### config.mk
export PLATFORM = sky130hd
export DESIGN_NAME = gpt_ctrl
export DESIGN_NICKNAME = d
export VERILOG_FILES = /design/src/hdl/gpt_pkg.sv /design/src/hdl/gpt_ctrl.sv
export SDC_FILE = /design/constraint.sdc
export NUM_CORES = 1
export LEC_CHECK = 0
export BUFFER_PORTS_ARGS = -buffer_cell sky130_fd_sc_hd__buf_2
export CORE_AREA = 10 10 47 49
export CTS_CLUSTER_SIZE = 8
export DETAILED_ROUTE_END_ITERATION = 6
export DIE_AREA = 0 0 57 59
export GPL_TIMING_DRIVEN = 0
export SYNTH_ARGS = -nofsm -noshare
export SYNTH_HDL_FRONTEND = slang
export SYNTH_SLANG_ARGS = --single-unit
### constraint.sdc
create_clock -name clk -period 0.8 [get_ports clk]
set_input_delay 0.08 -clock clk [delete_from_list [all_inputs] [get_ports clk]]
set_output_delay 0.08 -clock clk [all_outputs]
set_load 0.03 [all_outputs]
### src/hdl/gpt_pkg.sv
// Guarded parameter table: shared types and constants.
// Used by the controller, the datapath, the top level and the checker.
// No dependencies.
package gpt_pkg;

  // Request operations
  typedef enum logic [2:0] {
    MODE_LOAD  = 3'd0,
    MODE_WRITE = 3'd1,
    MODE_READ  = 3'd2,
    MODE_LIVE  = 3'd3,
    MODE_CLEAR = 3'd4
  } mode_t;

  // Result status codes
  typedef enum logic [2:0] {
    ST_OK          = 3'd0,
    ST_BLOCKED     = 3'd1,
    ST_POWER_RESET = 3'd2,
    ST_READ_ONLY   = 3'd3,
    ST_RANGE       = 3'd4,
    ST_BAD_CODE    = 3'd5
  } status_t;

  // Write rule, attribute bits [4:3]
  typedef enum logic [1:0] {
    RULE_FREE    = 2'b00,
    RULE_RUNLOCK = 2'b01,
    RULE_POWER   = 2'b10,
    RULE_RO      = 2'b11
  } rule_t;

  localparam int RULE_LSB = 3;
  localparam int RULE_MSB = 4;
  localparam logic [31:0] CHANGED_BIT   = 32'h0000_0100;
  localparam logic [31:0] CHANGED_CLEAR = 32'hFFFF_FEFF;

  // code / 100 as (code * 41944) >> 22, exact for all codes below 43699
  localparam logic [15:0] DIV100_MUL   = 16'd41944;
  localparam int          DIV100_SHIFT = 22;
  localparam int          GROUP_W      = 10;
  localparam int          INDEX_W      = 7;

  // Group numbers that select groups A to D
  localparam logic [GROUP_W-1:0] GRP_A_NUM = 10'd0;
  localparam logic [GROUP_W-1:0] GRP_B_NUM = 10'd50;
  localparam logic [GROUP_W-1:0] GRP_C_NUM = 10'd60;
  localparam logic [GROUP_W-1:0] GRP_D_NUM = 10'd100;

  // One stored entry
  typedef struct packed {
    logic [31:0] live;
    logic [31:0] pers;
    logic [31:0] lo;
    logic [31:0] hi;
    logic [31:0] attr;
  } entry_t;

  localparam int ENTRY_W = $bits(entry_t);

  // Controller states
  typedef enum logic [1:0] {
    S_IDLE   = 2'd0,
    S_LOOKUP = 2'd1,
    S_EXEC   = 2'd2
  } state_t;

  // Controller to datapath
  typedef struct packed {
    logic capture;
    logic lookup;
    logic execute;
  } cmd_t;

  // Datapath to controller
  typedef struct packed {
    logic out_free;
  } sts_t;

endpackage

### src/hdl/gpt_ctrl.sv
// Guarded parameter table controller: accept / lookup / execute sequencing.
// Depends on gpt_pkg.
module gpt_ctrl
  import gpt_pkg::*;
(
  input  logic clk,
  input  logic rst_n,
  input  logic in_valid,
  output logic in_ready,
  input  sts_t sts,
  output cmd_t cmd
);

  state_t state_r, state_nxt;

  // Next state
  always_comb begin
    state_nxt = state_r;
    unique case (state_r)
      S_IDLE: begin
        if (in_valid) state_nxt = S_LOOKUP;
      end
      S_LOOKUP: begin
        state_nxt = S_EXEC;
      end
      S_EXEC: begin
        if (sts.out_free) state_nxt = in_valid ? S_LOOKUP : S_IDLE;
      end
      default: begin
        state_nxt = S_IDLE;
      end
    endcase
  end

  always_ff @(posedge clk) begin
    if (!rst_n) begin
      state_r <= S_IDLE;
    end else begin
      state_r <= state_nxt;
    end
  end

  // Outputs: a new request is taken while the previous one finishes
  always_comb begin
    in_ready    = 1'b0;
    cmd.lookup  = 1'b0;
    cmd.execute = 1'b0;
    unique case (state_r)
      S_IDLE:   in_ready = 1'b1;
      S_LOOKUP: cmd.lookup = 1'b1;
      S_EXEC: begin
        in_ready    = sts.out_free;
        cmd.execute = sts.out_free;
      end
      default: in_ready = 1'b0;
    endcase
    cmd.capture = in_valid && in_ready;
  end

endmodule

After elaboration in Yosys (flattened, before gate mapping):

Cells that the tools add are included.

* register bits after elaboration: 2
* word-level logic and storage cells: 15

* eq/ne operators: 4
* mux-type cells: 7
* reductions and logical operators: 3

Operators with widths (count)
* 2-bit one-hot mux with 3 select lines: 1
* 2-bit 2-to-1 mux: 2
* 2-bit != test, second input constant: 2
* 1-bit 2-to-1 mux: 3
* 2-bit by 1-bit equality test with 1-bit output, second input constant: 1
* 2-bit equality test, second input constant: 1
* 2-bit zero test: 1
* 1-bit one-hot mux with 2 select lines: 1
* 2-bit AND reduction: 1
* 1-bit logical AND: 1

Depth between registers and ports, before layout:

* depth after elaboration: 3
* mapped depth: 2

Worst setup path before layout:

OpenSTA, ideal clock, no wires.

* path kind: register to output
* start: reg state_r[1]
* end: out cmd[2] in the netlist's numbering
* data arrival time: 1.187 ns
* required time: 0.720 ns
* slack: -0.467 ns
* stages on the path, launching flop included: 3
* buffers on the path: 0
* cell sequence: dfxtp_1 nor2b_1 nor3b_1

RTL lines
* from (decl): RTL line gpt_ctrl.sv:14 `state_t state_r, state_nxt;`
* from (signal assigned): RTL line gpt_ctrl.sv:39 `state_r <= state_nxt;`
* to (decl): RTL line gpt_ctrl.sv:11 `output cmd_t cmd`

==> flow_summary.yaml <==
power:
  switching_share: 0.264
  sequentialPowerShare: 0.240
  p_int_mw: 0.350
  power_density_nw_per_um2: 1580
  power_switching_mw: 0.125
  p_clk_frac: 0.470
  combPwrFrac: 0.290
  p_leak_nw: 0.130
  ir_drop_uv: 322
  power_mw: 0.476
route:
  detail-route-antenna-nets: 0
  drt_iter0_drc: 0
  wire_per_inst_um: 9.51
  drt_pass1_iterations: 1
  dr_total_vias: 138
  totalWireLength_um: 409
  viasPerCell: 3.21
  drc_errors: 0
clock_tree:
  clk_pin_slew_ns: 0.03
  cts_hold_buf: 0
  numClockSinks: 2
  clockBufferDepth: 2
  clk-insertion-delay-late_ns: 0.22
  cts_htree_levels: 1
  cts_root_buffer: "clkbuf_4"
  cts_tree: "yes"
  cts_buffers: 3
synthesis:
  synth.top_cells.by_count: "dfxtp_1 (2), nor2_1 (2), nor3b_1 (2)"
  synth_ff_type: "dfxtp_1"
  synth_area_leaders: "dfxtp_1 (36%), nor4bb_2 (15%), nor3b_1 (13%)"
  synth-seq-cells: 2
  synth_async_sr_flop_share: 0
  yosysWarnings: 0
  synth_cell_types: 9
  netlist_area_sq_um: 111
  synth_seq_area_share: 0.360
  syn_area_per_cell_sq_um: 9.28
  synthesis.nets: 16
  yosysTopAreaCell: "dfxtp_1"
  syn_inst: 12
  synth_edf_count: 0
  synthDominantCellAreaShare: 0.360
finish:
  layout-drive-gt1-share: 0.852
  largest_reg_flops: 2
  antenna_cells: 0
  finalInstanceArea_sq_um: 300
  final_nets: 33
  area.growth.synth_to_final_pct: 170
  top_regs: "state_r (2)"
  top_register: "state_r"
placed_design:
  port_buffers: 7
  place_area_sq_um: 190
  routabilityCongestion: 0.660
timing:
  worst_slack_ns: -0.276
  fmax_mhz: 929
  period_minus_slack_ns: 1.08
  finalCritPeriodShare: 1.35
  finalHoldViolations: 0
  grt_setup_unrepaired: "true"
  tightestPinTransition_ns: 0.177
  setup_violations: 6
  fin_setup_tns_ns: -1.31
  finalClockSkew_ns: 0.00182
  slew_violations: 0
  relSlewSlack: 0.880
die:
  die_w_um: 57
  row_count: 14
  dieArea_sq_um: 3360
  die_h_um: 59
  coreArea_sq_um: 1400
  ios: 8
  start_util: 0.0795
global_route:
  grtUsageTotal: 0.0320
  grt_pass1_wl_um: 655
  grt_overflow: 0
  grt_max_degree: 5
  antenna_found_initial: 0
  grt_pass1_vias: 150
critical_path:
  worst_path_max_delay_cell: "dfxtp_2"
  crit_chain: "nor2b_4 -> nor3b_4 -> buf_6"
  cpLargestDelayFamily: "flip-flops"
  crit_type: "reg2out"
  critPathRequiredTime_ns: 0.72
  critPathLaunchType: "flop"
  max_stage_delay_ns: 0.32
  cp_num_buf_inv: 1
  cp_max_fo: 4
  critPathArrivalTime_ns: 1.00
  endpoint_kind: "primary output"
run_status:
  violations: "setup timing"
  status: "complete, but fails checks"
job:
  maxCapViolCount: 0
worst_hold_path:
  holdCritPathClass: "in2reg"
placed cells by master (no fill, tap or decap):
| cell type | Yosys | final |
|---|---|---|
| nor4bb_2 | 1 | 1 |
| nor2_2 | 0 | 1 |
| buf_6 | 0 | 8 |
| clkbuf_4 | 0 | 3 |
| nor2b_4 | 0 | 1 |
| nor3b_1 | 2 | 1 |
| nor2_4 | 0 | 1 |
| and2b_1 | 1 | 1 |
| dfxtp_4 | 0 | 1 |
| dfxtp_2 | 0 | 1 |
| nor3b_4 | 0 | 1 |
| o21a_1 | 1 | 1 |
| buf_2 | 0 | 3 |
| nand2_1 | 1 | 1 |
| buf_4 | 1 | 2 |
routing by layer:
layer,global-route usage,share of wire
met3,0.0515,0.16
met1,0.0166,0.31
met2,0.0372,0.52
met5,0,0
met4,0.0403,0
final timing paths:
| path | from | to | slack [ns] | cells after the start |
|---|---|---|---|---|
| worst min-delay path | rst_n | state_r[1] | 0.07 | 2 |
| worst min register to register | state_r[0] | state_r[0] | 0.65 | 3 |
| worst max register to register | state_r[0] | state_r[1] | -0.23 | 4 |
| worst max-delay path | state_r[1] | cmd[2] | -0.28 | 3 |
layout make-up:
cell class              count  area [sq um]
fillers                   168          1100
repair buffers             12           109
multi-input cells           9          92.6
flip-flops and latches      2          45.0
clock buffers               3          22.5
well taps                  16          20.0
plain buffers               1          11.3
through the flow:
stage / hold slack (ns) / instances / utilization / setup WS [ns]
2_1_floorplan: 0.198 / 12 / - / -0.0758
3_3_place_gp: 0.300 / 35 / 0.136 / -0.228
3_5_place_dp: 0.307 / 35 / 0.136 / -0.236
4_1_cts: 0.0699 / 42 / 0.198 / -0.291
5_1_grt: 0.0577 / 43 / 0.214 / -0.341
6_report: 0.0737 / 43 / 0.214 / -0.276
power groups by stage:
stage                     Combinational (mW)  Sequential (mW)  Clock, mW
after global routing                   0.147            0.115      0.266
after CTS                              0.125            0.114      0.241
final                                  0.138            0.114      0.224
after floorplan                       0.0610            0.116          0
after global placement                0.0852            0.117          0
after detailed placement              0.0858            0.118          0
repair_timing:
item                       CTS  global route
setup endpoints to repair    5             6
gates resized for setup     12             4
pin swaps                    2             4
buffers inserted             4             1
worst reg2reg max path, cell delays in order, from the launching register on:
cell	delay, ns
dfxtp_4	0.35
and2b_1	0.18
buf_4	0.14
buf_6	0.10
o21a_1	0.15
cell families (layout without fill, tap and decap cells):
group,count (synthesis),after routing,synth area share
AO/OA/AOI/OAI,1,1,0.0674
buffers and inverters,1,16,0.0674
flip-flops,2,2,0.360
AND/OR/NAND/NOR,8,8,0.506
No activity file was read; power rests on OpenSTA's default activity.
